## src/rtl/core/bcde_pkg.sv

```systemverilog
// Package with the shared types and constants of the bike computer display engine.
`default_nettype none
package bcde_pkg;

    typedef enum logic [4:0] {
        ST_IDLE,
        ST_DIV_DIST,
        ST_DIST_DONE,
        ST_SPD_LOAD,
        ST_DIV_SPD,
        ST_SPD_DONE,
        ST_DIV_CAD,
        ST_CAD_DONE,
        ST_DIV_HR,
        ST_HR_DONE,
        ST_DIV_MIN,
        ST_MIN_DONE,
        ST_BCD_A,
        ST_FORMAT,
        ST_BCD_B,
        ST_FMT_MIN,
        ST_DONE
    } t_state;

    localparam logic [3:0]  MODE_ODO     = 4'hA;
    localparam logic [3:0]  MODE_DUR     = 4'hB;
    localparam logic [3:0]  MODE_SPD     = 4'hC;
    localparam logic [3:0]  MODE_CAD     = 4'hD;
    localparam logic [3:0]  MODE_SET     = 4'hE;

    localparam logic [11:0] GIRTH_RST    = 12'd2136;
    localparam logic [11:0] WHEEL_RST    = 12'h700;

    localparam logic [15:0] DIST_DIV     = 16'd10000;
    localparam logic [15:0] SEC_PER_HR   = 16'd3600;
    localparam logic [15:0] SEC_PER_MIN  = 16'd60;
    localparam logic [21:0] SPD_SCALE    = 22'd3600000;
    localparam logic [15:0] CAD_SCALE    = 16'd60000;
    localparam logic [13:0] VAL_MAX      = 14'd9999;
    localparam logic [13:0] CAD_MAX      = 14'd999;
    localparam logic [13:0] CAD_SAT      = 14'd995;

endpackage
`default_nettype wire

```

## src/rtl/core/bike_computer_display_engine_top.sv

```systemverilog
// Top level of the bike computer display engine: event decoding, serial divider and BCD converter.
`default_nettype none
// One item is taken at a time. A refresh divides to get the distance; odometer mode then
// converts it to BCD, speed and cadence modes divide again and convert, duration mode divides
// into hours and minutes and converts both. With a zero short interval speed and cadence skip
// their second division. Setting and digit items go straight to the output stage. The next item
// can be accepted once the result is loaded. The steps use the one bit-serial restoring divider
// (one quotient bit per cycle, 12 to 36 bits per division) and the bit-serial BCD converter.
// A finished result waits in the output register while the next item is already accepted; a
// result that cannot be loaded because the output register is still held stalls the input.
module bike_computer_display_engine_top (
    input  wire logic        i_clk,
    input  wire logic        i_rst_n,
    input  wire logic        i_cfg_we,
    input  wire logic [11:0] i_cfg_wdata,
    input  wire logic        i_in_valid,
    output logic             o_in_stall,
    input  wire logic        i_req_type,
    input  wire logic        i_btn_setting,
    input  wire logic        i_btn_trip,
    input  wire logic        i_btn_mode,
    input  wire logic        i_btn_night,
    input  wire logic [19:0] i_fork_count,
    input  wire logic [9:0]  i_crank_count,
    input  wire logic [23:0] i_time_long_s,
    input  wire logic [15:0] i_time_short_ms,
    output logic             o_out_valid,
    input  wire logic        i_out_stall,
    output logic [3:0]       o_display_mode,
    output logic [15:0]      o_int_bcd,
    output logic [7:0]       o_frac_bcd,
    output logic             o_clear_wheel_cnt,
    output logic             o_clear_trip_time,
    output logic             o_night_on
);

    bcde_pkg::t_state r_state, n_state;

    logic [11:0] r_girth;
    logic [3:0]  r_mode, n_mode;
    logic        r_night, n_night;
    logic [13:0] r_last_dist, n_last_dist;
    logic [23:0] r_prev_time, n_prev_time;
    logic        r_edit, n_edit;
    logic [1:0]  r_dpos, n_dpos;
    logic [11:0] r_wheel, n_wheel;

    logic [9:0]  r_crank, n_crank;
    logic [23:0] r_tlong, n_tlong;
    logic [15:0] r_ms, n_ms;
    logic        r_clr, n_clr;
    logic [13:0] r_dist, n_dist;
    logic [13:0] r_dd, n_dd;
    logic        r_up, n_up;
    logic        r_round, n_round;
    logic [3:0]  r_res_mode, n_res_mode;
    logic [15:0] r_int, n_int;
    logic [7:0]  r_frac, n_frac;

    logic [16:0] r_rem, n_rem;
    logic [35:0] r_quo, n_quo;
    logic [15:0] r_div, n_div;
    logic [5:0]  r_cnt, n_cnt;
    logic [13:0] r_bin, n_bin;
    logic [15:0] r_bcd, n_bcd;

    logic        r_ovalid, n_ovalid;
    logic [3:0]  r_o_mode, n_o_mode;
    logic [15:0] r_o_int, n_o_int;
    logic [7:0]  r_o_frac, n_o_frac;
    logic        r_o_clr, n_o_clr;
    logic        r_o_night, n_o_night;

    logic        accept;
    logic [16:0] rem_sh;
    logic        div_ge;
    logic [16:0] rem_step;
    logic [35:0] quo_step;
    logic [15:0] bcd_adj;
    logic [15:0] bcd_step;
    logic [13:0] bin_step;
    logic [19:0] fork_sel;
    logic [31:0] dist_prod;
    logic [13:0] dist_val;
    logic [23:0] tlong_eff;
    logic [3:0]  dig_h, dig_t, dig_o;
    logic [3:0]  rnd_h, rnd_t;
    logic        do_refresh;
    logic        out_free;

    assign accept     = i_in_valid && !o_in_stall;
    assign o_in_stall = (r_state != bcde_pkg::ST_IDLE);
    assign out_free   = !r_ovalid || !i_out_stall;

    assign rem_sh   = {r_rem[15:0], r_quo[35]};
    assign div_ge   = (rem_sh >= {1'b0, r_div});
    assign rem_step = div_ge ? (rem_sh - {1'b0, r_div}) : rem_sh;
    assign quo_step = {r_quo[34:0], div_ge};

    always_comb begin
        for (int k = 0; k < 4; k++) begin
            bcd_adj[4*k +: 4] = (r_bcd[4*k +: 4] >= 4'd5) ? (r_bcd[4*k +: 4] + 4'd3)
                                                           : r_bcd[4*k +: 4];
        end
    end
    assign bcd_step = {bcd_adj[14:0], r_bin[13]};
    assign bin_step = {r_bin[12:0], 1'b0};

    assign dig_h = r_bcd[11:8];
    assign dig_t = r_bcd[7:4];
    assign dig_o = r_bcd[3:0];

    always_comb begin
        rnd_h = dig_h;
        rnd_t = dig_t;
        if (dig_o >= 4'd5) begin
            if (dig_t == 4'd9) begin
                rnd_t = 4'd0;
                rnd_h = dig_h + 4'd1;
            end else begin
                rnd_t = dig_t + 4'd1;
            end
        end
    end

    assign dist_val = (r_quo[31:0] >= {18'd0, bcde_pkg::VAL_MAX}) ? bcde_pkg::VAL_MAX
                                                                  : (r_quo[13:0] + 14'd1);
    assign tlong_eff = (dist_val == r_last_dist) ? r_prev_time : r_tlong;

    always_comb begin
        n_state     = r_state;
        n_mode      = r_mode;
        n_night     = r_night;
        n_last_dist = r_last_dist;
        n_prev_time = r_prev_time;
        n_edit      = r_edit;
        n_dpos      = r_dpos;
        n_wheel     = r_wheel;
        n_crank     = r_crank;
        n_tlong     = r_tlong;
        n_ms        = r_ms;
        n_clr       = r_clr;
        n_dist      = r_dist;
        n_dd        = r_dd;
        n_up        = r_up;
        n_round     = r_round;
        n_res_mode  = r_res_mode;
        n_int       = r_int;
        n_frac      = r_frac;
        n_rem       = r_rem;
        n_quo       = r_quo;
        n_div       = r_div;
        n_cnt       = r_cnt;
        n_bin       = r_bin;
        n_bcd       = r_bcd;
        n_ovalid    = r_ovalid && i_out_stall;
        n_o_mode    = r_o_mode;
        n_o_int     = r_o_int;
        n_o_frac    = r_o_frac;
        n_o_clr     = r_o_clr;
        n_o_night   = r_o_night;
        do_refresh  = 1'b0;
        fork_sel    = i_fork_count;
        dist_prod   = 32'd0;

        case (r_state)
            bcde_pkg::ST_IDLE: begin
                if (accept) begin
                    n_clr = 1'b0;
                    if (r_edit) begin
                        if (i_req_type && i_btn_mode) begin
                            if (r_dpos == 2'd2) begin
                                n_edit     = 1'b0;
                                n_dpos     = 2'd0;
                                do_refresh = 1'b1;
                            end else begin
                                n_dpos = r_dpos + 2'd1;
                            end
                        end else if (i_req_type && i_btn_trip) begin
                            case (r_dpos)
                                2'd0: n_wheel[11:8] = (r_wheel[11:8] == 4'd9) ? 4'd0
                                                      : (r_wheel[11:8] + 4'd1);
                                2'd1: n_wheel[7:4]  = (r_wheel[7:4] == 4'd9) ? 4'd0
                                                      : (r_wheel[7:4] + 4'd1);
                                default: n_wheel[3:0] = (r_wheel[3:0] == 4'd9) ? 4'd0
                                                        : (r_wheel[3:0] + 4'd1);
                            endcase
                            n_int      = {4'd0, n_wheel};
                            n_frac     = 8'd0;
                            n_res_mode = bcde_pkg::MODE_SET;
                            n_state    = bcde_pkg::ST_DONE;
                        end
                    end else if (i_req_type && i_btn_setting) begin
                        n_edit     = 1'b1;
                        n_dpos     = 2'd0;
                        n_int      = {4'd0, r_wheel};
                        n_frac     = 8'd0;
                        n_res_mode = bcde_pkg::MODE_SET;
                        n_state    = bcde_pkg::ST_DONE;
                    end else begin
                        do_refresh = 1'b1;
                        if (i_req_type && i_btn_trip) begin
                            n_clr = 1'b1;
                        end else if (i_req_type && i_btn_mode) begin
                            n_mode = (r_mode == bcde_pkg::MODE_CAD) ? bcde_pkg::MODE_ODO
                                                                    : (r_mode + 4'd1);
                        end else if (i_req_type && i_btn_night) begin
                            n_night = !r_night;
                        end
                    end
                    if (do_refresh) begin
                        fork_sel   = n_clr ? 20'd0 : i_fork_count;
                        dist_prod  = {12'd0, fork_sel} * {20'd0, r_girth};
                        n_tlong    = n_clr ? 24'd0 : i_time_long_s;
                        n_crank    = i_crank_count;
                        n_ms       = i_time_short_ms;
                        n_res_mode = n_mode;
                        n_quo      = {dist_prod, 4'd0};
                        n_rem      = 17'd0;
                        n_div      = bcde_pkg::DIST_DIV;
                        n_cnt      = 6'd31;
                        n_state    = bcde_pkg::ST_DIV_DIST;
                    end
                end
            end

            bcde_pkg::ST_DIV_DIST, bcde_pkg::ST_DIV_SPD, bcde_pkg::ST_DIV_CAD,
            bcde_pkg::ST_DIV_HR, bcde_pkg::ST_DIV_MIN: begin
                n_rem = rem_step;
                n_quo = quo_step;
                n_cnt = r_cnt - 6'd1;
                if (r_cnt == 6'd0) begin
                    case (r_state)
                        bcde_pkg::ST_DIV_DIST: n_state = bcde_pkg::ST_DIST_DONE;
                        bcde_pkg::ST_DIV_SPD:  n_state = bcde_pkg::ST_SPD_DONE;
                        bcde_pkg::ST_DIV_CAD:  n_state = bcde_pkg::ST_CAD_DONE;
                        bcde_pkg::ST_DIV_HR:   n_state = bcde_pkg::ST_HR_DONE;
                        default:               n_state = bcde_pkg::ST_MIN_DONE;
                    endcase
                end
            end

            bcde_pkg::ST_DIST_DONE: begin
                n_dist      = dist_val;
                n_up        = (dist_val > r_last_dist);
                n_dd        = (dist_val > r_last_dist) ? (dist_val - r_last_dist) : 14'd0;
                n_last_dist = dist_val;
                n_prev_time = tlong_eff;
                n_tlong     = tlong_eff;
                n_round     = 1'b0;
                n_bcd       = 16'd0;
                n_rem       = 17'd0;
                case (r_mode)
                    bcde_pkg::MODE_ODO: begin
                        n_bin   = dist_val;
                        n_cnt   = 6'd13;
                        n_state = bcde_pkg::ST_BCD_A;
                    end
                    bcde_pkg::MODE_DUR: begin
                        n_quo   = {tlong_eff, 12'd0};
                        n_div   = bcde_pkg::SEC_PER_HR;
                        n_cnt   = 6'd23;
                        n_state = bcde_pkg::ST_DIV_HR;
                    end
                    bcde_pkg::MODE_SPD: begin
                        n_state = bcde_pkg::ST_SPD_LOAD;
                    end
                    default: begin
                        if (r_ms == 16'd0) begin
                            n_bin   = bcde_pkg::CAD_MAX;
                            n_cnt   = 6'd13;
                            n_state = bcde_pkg::ST_BCD_A;
                        end else begin
                            n_quo   = {({16'd0, r_crank} * {10'd0, bcde_pkg::CAD_SCALE}),
                                       10'd0};
                            n_div   = r_ms;
                            n_cnt   = 6'd25;
                            n_state = bcde_pkg::ST_DIV_CAD;
                        end
                    end
                endcase
            end

            bcde_pkg::ST_SPD_LOAD: begin
                if (r_ms == 16'd0) begin
                    n_bin   = r_up ? bcde_pkg::VAL_MAX : 14'd0;
                    n_cnt   = 6'd13;
                    n_state = bcde_pkg::ST_BCD_A;
                end else begin
                    n_quo   = {22'd0, r_dd} * {14'd0, bcde_pkg::SPD_SCALE};
                    n_div   = r_ms;
                    n_cnt   = 6'd35;
                    n_state = bcde_pkg::ST_DIV_SPD;
                end
            end

            bcde_pkg::ST_SPD_DONE: begin
                n_bin   = (r_quo >= {22'd0, bcde_pkg::VAL_MAX}) ? bcde_pkg::VAL_MAX
                                                               : r_quo[13:0];
                n_cnt   = 6'd13;
                n_state = bcde_pkg::ST_BCD_A;
            end

            bcde_pkg::ST_CAD_DONE: begin
                if (r_quo >= {22'd0, bcde_pkg::CAD_SAT}) begin
                    n_bin   = bcde_pkg::CAD_MAX;
                end else begin
                    n_bin   = r_quo[13:0];
                    n_round = 1'b1;
                end
                n_cnt   = 6'd13;
                n_state = bcde_pkg::ST_BCD_A;
            end

            bcde_pkg::ST_HR_DONE: begin
                n_dist  = r_quo[13:0];
                n_quo   = {r_rem[11:0], 24'd0};
                n_rem   = 17'd0;
                n_div   = bcde_pkg::SEC_PER_MIN;
                n_cnt   = 6'd11;
                n_state = bcde_pkg::ST_DIV_MIN;
            end

            bcde_pkg::ST_MIN_DONE: begin
                n_dd    = r_quo[13:0];
                n_bin   = r_dist;
                n_cnt   = 6'd13;
                n_state = bcde_pkg::ST_BCD_A;
            end

            bcde_pkg::ST_BCD_A, bcde_pkg::ST_BCD_B: begin
                n_bcd = bcd_step;
                n_bin = bin_step;
                n_cnt = r_cnt - 6'd1;
                if (r_cnt == 6'd0) begin
                    n_state = (r_state == bcde_pkg::ST_BCD_A) ? bcde_pkg::ST_FORMAT
                                                              : bcde_pkg::ST_FMT_MIN;
                end
            end

            bcde_pkg::ST_FORMAT: begin
                case (r_mode)
                    bcde_pkg::MODE_DUR: begin
                        n_int   = r_bcd;
                        n_bin   = r_dd;
                        n_bcd   = 16'd0;
                        n_cnt   = 6'd13;
                        n_state = bcde_pkg::ST_BCD_B;
                    end
                    bcde_pkg::MODE_CAD: begin
                        n_int   = r_round ? {4'd0, rnd_h, rnd_t, 4'd0} : r_bcd;
                        n_frac  = 8'd0;
                        n_state = bcde_pkg::ST_DONE;
                    end
                    default: begin
                        n_int   = {8'd0, r_bcd[15:8]};
                        n_frac  = r_bcd[7:0];
                        n_state = bcde_pkg::ST_DONE;
                    end
                endcase
            end

            bcde_pkg::ST_FMT_MIN: begin
                n_frac  = r_bcd[7:0];
                n_state = bcde_pkg::ST_DONE;
            end

            bcde_pkg::ST_DONE: begin
                if (out_free) begin
                    n_ovalid  = 1'b1;
                    n_o_mode  = r_res_mode;
                    n_o_int   = r_int;
                    n_o_frac  = r_frac;
                    n_o_clr   = r_clr;
                    n_o_night = r_night;
                    n_state   = bcde_pkg::ST_IDLE;
                end
            end

            default: begin
                n_state = bcde_pkg::ST_IDLE;
            end
        endcase
    end

    always_ff @(posedge i_clk) begin
        if (!i_rst_n) begin
            r_state     <= bcde_pkg::ST_IDLE;
            r_girth     <= bcde_pkg::GIRTH_RST;
            r_mode      <= bcde_pkg::MODE_ODO;
            r_night     <= 1'b0;
            r_last_dist <= 14'd0;
            r_prev_time <= 24'd0;
            r_edit      <= 1'b0;
            r_dpos      <= 2'd0;
            r_wheel     <= bcde_pkg::WHEEL_RST;
            r_ovalid    <= 1'b0;
        end else begin
            r_state     <= n_state;
            if (i_cfg_we) begin
                r_girth <= i_cfg_wdata;
            end
            r_mode      <= n_mode;
            r_night     <= n_night;
            r_last_dist <= n_last_dist;
            r_prev_time <= n_prev_time;
            r_edit      <= n_edit;
            r_dpos      <= n_dpos;
            r_wheel     <= n_wheel;
            r_ovalid    <= n_ovalid;
        end
    end

    always_ff @(posedge i_clk) begin
        r_crank    <= n_crank;
        r_tlong    <= n_tlong;
        r_ms       <= n_ms;
        r_clr      <= n_clr;
        r_dist     <= n_dist;
        r_dd       <= n_dd;
        r_up       <= n_up;
        r_round    <= n_round;
        r_res_mode <= n_res_mode;
        r_int      <= n_int;
        r_frac     <= n_frac;
        r_rem      <= n_rem;
        r_quo      <= n_quo;
        r_div      <= n_div;
        r_cnt      <= n_cnt;
        r_bin      <= n_bin;
        r_bcd      <= n_bcd;
        r_o_mode   <= n_o_mode;
        r_o_int    <= n_o_int;
        r_o_frac   <= n_o_frac;
        r_o_clr    <= n_o_clr;
        r_o_night  <= n_o_night;
    end

    assign o_out_valid       = r_ovalid;
    assign o_display_mode    = r_o_mode;
    assign o_int_bcd         = r_o_int;
    assign o_frac_bcd        = r_o_frac;
    assign o_clear_wheel_cnt = r_o_clr;
    assign o_clear_trip_time = r_o_clr;
    assign o_night_on        = r_o_night;

endmodule
`default_nettype wire

```

## config.mk

```make
export PLATFORM = sky130hd
export DESIGN_NAME = bike_computer_display_engine_top
export DESIGN_NICKNAME = d
export VERILOG_FILES = /design/src/rtl/core/bcde_pkg.sv /design/src/rtl/core/bike_computer_display_engine_top.sv
export SDC_FILE = /design/constraint.sdc
export NUM_CORES = 2
export LEC_CHECK = 0
export ABC_AREA = 1
export BUFFER_PORTS_ARGS = -buffer_cell sky130_fd_sc_hd__buf_2
export CAP_MARGIN = 25
export CORE_ASPECT_RATIO = 1.2
export CORE_MARGIN = 1
export CORE_UTILIZATION = 40
export CTS_CLUSTER_DIAMETER = 30
export DETAILED_ROUTE_END_ITERATION = 16
export SKIP_CTS_REPAIR_TIMING = 1
export SYNTH_ARGS = -nofsm -noshare
export SYNTH_HDL_FRONTEND = slang
export SYNTH_SLANG_ARGS = --single-unit
```

## constraint.sdc

```tcl
create_clock -name i_clk -period 5.81 [get_ports i_clk]
set_clock_uncertainty 0.05 [all_clocks]
set_input_delay 0.581 -clock i_clk [delete_from_list [all_inputs] [get_ports i_clk]]
set_output_delay 0.581 -clock i_clk [all_outputs]
set_load 0.02 [all_outputs]
```

# == Word-level counts from Yosys, hierarchy flattened ==
# Index checks and enable logic that the tools add are counted.
# word_totals
register_bits,319
inputBits,92
output_inout_bits,33
elab_cells,290
# classes
add_sub_neg,15
multipliers,3
order_cmp,9
n_eq_ne,51
mux,120
bitwise,4
n_reduce_logical,56
# ops
operator,n
$mux 16,13
$pmux 36 s5,1
$mux 36,4
$mux 14,8
$mux 4,25
$pmux 14 s7,1
$mux 24,4
$pmux 16 s2,3
$pmux 16 s3,2
$pmux 14 s2,3
$pmux 36 s2,1
$pmux 16 s4,1
$mux 5,11
$pmux 5 s10,1
$pmux 24 s2,1
$pmux 6 s7,1
$eq 5x4->1 const B,8
$mux 8,5
$ge 36x10->1 const B,1
$ge 36x14->1 const B,1
$eq 4x4->1 const B,8
$ge 32x14->1 const B,1
$mul 20x12->32,1
$mul 14x15->29 const B,1
other kinds (59),152

# == Depth between registers and ports, before layout ==
# logic_depth
depth_word,11
ltp_mapped,31
ltp_nobuf,30

# == Worst setup path after synthesis ==
# No wires, ideal clock.
# synth_timing
kind,in2reg
start,input port i_btn_setting
end,"register r_quo[30], data pin"
setup_ps,254
arrival_ps,5394
t_required_ps,5506
path_slack_ps,112
cell_stages,27
n_path_buf,1
path_cell_list,nand2_1 > nand2_1 > nor2_1 > inv_2 > buf_2 > nand2_1 > inv_2 > nand2_1 > fa_1 > inv_1 > fa_1 > inv_1 > fa_1 > inv_1 > fa_1 > inv_1 > fa_1 > inv_1 > ha_1 > nand4_1 > nor2_1 > nand3_1 > or2_2 > nand4_1 > nand2_1 > nand2_1 > nand2_1
# synth_via
elab_chain_len,10
# synth_rtl
item,line_no,rtl
"start, declared",bike_computer_display_engine_top.sv:19,"input wire logic i_btn_setting,"
$logic_and 1x1->1,bike_computer_display_engine_top.sv:193,end else if (i_req_type && i_btn_setting) begin
$mux 1,bike_computer_display_engine_top.sv:193,
$mux 1,bike_computer_display_engine_top.sv:170,if (r_edit) begin
$mux 1,bike_computer_display_engine_top.sv:168,if (accept) begin
$mux 1,bike_computer_display_engine_top.sv:166,case (r_state)
$mux 20,bike_computer_display_engine_top.sv:212,fork_sel = n_clr ? 20'd0 : i_fork_count;
$mul 20x12->32,bike_computer_display_engine_top.sv:213,"dist_prod = {12'd0, fork_sel} * {20'd0, r_girth};"
$mux 36,bike_computer_display_engine_top.sv:211,if (do_refresh) begin
$mux 36,bike_computer_display_engine_top.sv:168,
$pmux 36 s5,bike_computer_display_engine_top.sv:166,
net n_quo[30],bike_computer_display_engine_top.sv:61,"logic [35:0] r_quo, n_quo;"
"end signal, assigned",bike_computer_display_engine_top.sv:427,r_quo <= n_quo;
"end, declared",bike_computer_display_engine_top.sv:61,
# The timed path passes the listed nets, and every way through them passes these cells. The select of a mux whose other input is x is not followed.
# A chain may end at the register's enable or synchronous reset.

# == Worst setup path in the final report ==
# layout_timing
start,register r_edit
end,"register r_quo[17], data pin"
# layout_via
elab_chain_len,8
# layout_rtl
item,line_no,rtl
"start, declared",bike_computer_display_engine_top.sv:44,"logic r_edit, n_edit;"
"start signal, assigned",bike_computer_display_engine_top.sv:407,r_edit <= n_edit;
$mux 1,bike_computer_display_engine_top.sv:170,
$mux 1,bike_computer_display_engine_top.sv:168,
$mux 1,bike_computer_display_engine_top.sv:166,
$mux 20,bike_computer_display_engine_top.sv:212,
$mul 20x12->32,bike_computer_display_engine_top.sv:213,
$mux 36,bike_computer_display_engine_top.sv:211,
$mux 36,bike_computer_display_engine_top.sv:168,
$pmux 36 s5,bike_computer_display_engine_top.sv:166,
net n_quo[17],bike_computer_display_engine_top.sv:61,
# The timed path passes the listed nets, and every way through them passes these cells. The select of a mux whose other input is x is not followed.

==> out/results.ini <==
[status]
outcome = finished, final reports clean

[synthesis]
synth_area_leaders = edfxtp_1 22%, fa_1 18%, nand2_1 12%, ha_1 11%, inv_1 9.3%
ys_ff_latch = 319
yosysTopAreaCell = edfxtp_1
synth_edf_count = 243
netlist_area_mm2 = 0.0327
synthTopCellsByCount = 1004 x nand2_1, 815 x inv_1, 367 x nor2_1
synth_nets = 4824
synth.most_common_cell = nand2_1
synth-async-reset-ratio = 0
yosysWarnings = 0
synthDistinctLibCells = 66
yosysTopAreaCellShare = 0.223
ys.flop_type = edfxtp_1
yosysSeqAreaShare = 0.269
syn_avg_cell_area_um2 = 7.89
synthCells = 4146

[global_route]
grt_usage = 0.235
grt_max_degree = 51
grt_pass1_vias = 28133
grt_antenna_before_repair = 1
grt_overflow = 0
grt_pass1_wl_um = 153000

[route]
routed_wirelength_um = 97000
firstDrtPassIters = 5
initialDrtViolationCount = 1828
vias_per_cell = 5.04
routedWlPerCell_um = 17.6
dr_total_vias = 27817
drc_errors = 0
postRouteAntennaNets = 0

[floorplanning]
fp-row-count = 114
core_mm2 = 0.0807
die_h_um = 315
die_w_um = 263
floorplan.initialDensity = 0.405
pin_count = 125
floorplan.die_area_mm2 = 0.0830

[min_path]
hold_path_class = primary input to flop

[setup_path]
worst-path-max-fanout = 21
critPathLaunchType = flop
cp.required_ns = 6.11
arrival_ns = 5.99
critPathKind = flop to flop
end_kind = flop

[finish]
layout.nets = 5099
fin_area_mm2 = 0.0383
multiInputGateArea_mm2 = 0.0205
area.sequential_mm2 = 0.00882
fillers = 8021
drive_gt1_frac = 0.124
fin_cells = 5524
antennaDiodeCount = 0
final_core_util = 0.474
synthToLayoutAreaGrowth_pct = 16.9

[sta]
slew_headroom = 0.291
max_freq_ghz = 0.176
tightest_slew_ns = 1.06
hold_viol = 0
finalMaxSlewViolations = 0
setup_ws_ns = 0.120
rsz0062_at_grt = true
fin_crit_ns = 5.69
finalSetupViolCount = 0
finalCritPeriodShare = 0.979

[clock_network]
cts_sinks = 319
clockBufferDepth = 3
root_buffer = clkbuf_16
numCtsBuffers = 75
cts.htree.levels = 3
cts_tree = built
clk_latency_ns = 0.65
path_clk_slew_ns = 0.05

[place]
dp_hpwl_um = 78400
place_ws_ns = -0.350
place_congestion = 0.949
port_buffers = 124
place_area_mm2 = 0.0354
numPlacedInstances = 5380

[job]
max_cap_viol_count = 0

==> sequential cells by signal, summed over array words and instances, names as in the netlist, 14 cells and up <==
| register | flops |
|---|---|
| r_int | 16 |
| o_int_bcd | 16 |
| r_tlong | 24 |
| r_last_dist | 14 |
| r_bin | 14 |
| r_prev_time | 24 |
| r_quo | 36 |
| r_ms | 16 |
| r_bcd | 16 |
| r_div | 16 |
| r_dist | 14 |
| r_rem | 16 |
| r_dd | 14 |
==> path summary, 6_finish.rpt <==
check                           cells after the start                           to  slack [ns]                         from
worst min-delay path                                1           r_ms[10]$_DFFE_PP_        0.08          i_time_short_ms[10]
worst max register to register                     25          r_quo[17]$_DFFE_PP_        0.12          r_edit$_SDFFE_PN0P_
worst max-delay path                               25          r_quo[17]$_DFFE_PP_        0.12          r_edit$_SDFFE_PN0P_
worst min register to register                      0  o_display_mode[3]$_DFFE_PP_        0.35  r_res_mode[3]$_SDFFCE_PN1P_
==> logic make-up (layout without fill, tap and decap cells) <==
family | Yosys count | count (layout) | synth area share
AND/OR/NAND/NOR | 1717 | 1717 | 0.219
AO/OA/AOI/OAI | 511 | 511 | 0.0890
adder cells (fa/ha/maj) | 586 | 586 | 0.293
flip-flops | 319 | 319 | 0.269
multiplexers | 1 | 1 | 0.000306
buffers and inverters | 947 | 1281 | 0.112
XOR/XNOR | 65 | 65 | 0.0174
==> worst max-delay path, cell delays in order (launching register included) <==
cell and delay, ns:
dfxtp_1 0.31, inv_2 0.06, nand2_1 0.08, nor2_2 0.16
inv_2 0.07, buf_12 0.15, nand2_1 0.21, nor2_1 0.09
fa_1 0.55, inv_1 0.06, fa_1 0.48, inv_1 0.06
fa_1 0.50, fa_1 0.54, inv_1 0.05, fa_1 0.52
inv_1 0.04, ha_1 0.34, nand2_1 0.18, nor2_1 0.07
nor2_1 0.16, nand3_1 0.16, buf_4 0.17, xor2_1 0.13
nand2_1 0.08, o2111ai_1 0.11
==> placed cells by master, fill, tap and decap left out, types with 38 or more instances in the layout <==
master     Yosys  routed
nand4_1       39      39
edfxtp_1     243     243
dfxtp_1       76      76
buf_2         26     124
clkbuf_16      0      76
inv_1        815     811
xor2_1        43      43
nand2_1     1004     985
nand3_1      202     200
a21oi_1      214     205
nor3_1        40      38
buf_4          8     163
fa_1         300     300
ha_1         286     279
nor2_1       367     352
o21ai_0      156     152
==> stage by stage <==
step | setup TNS (ns) | hold slack (ns)
3_3_place_gp | -4.42 | 0.353
2_1_floorplan | 0 | 0.350
5_1_grt | -1.26 | 0.0650
4_1_cts | -0.00169 | 0.0515
3_5_place_dp | -5.95 | 0.355
6_report | 0 | 0.0792
==> metal layers <==
layer / part of all wire / GRT usage / wire length, µm
met5: 0.000072 / 0 / 7
met1: 0.42 / 0.288 / 40700
met3: 0.048 / 0.0298 / 4630
met2: 0.49 / 0.413 / 47200
met4: 0.046 / 0.108 / 4480
==> cell type report <==
cell class | instances | share of cell area
Clock inverter | 39 | 0.0126
Sequential cell | 319 | 0.230
Clock buffer | 97 | 0.0533
Multi-Input combinational cell | 2880 | 0.535
Inverter | 856 | 0.0848
Timing Repair Buffer | 289 | 0.0492
Tap cell | 1044 | 0.0341
Power is left out: the tool's default activity adds up to more than one toggle a clock period on the data nets, which glitch-free logic cannot reach.
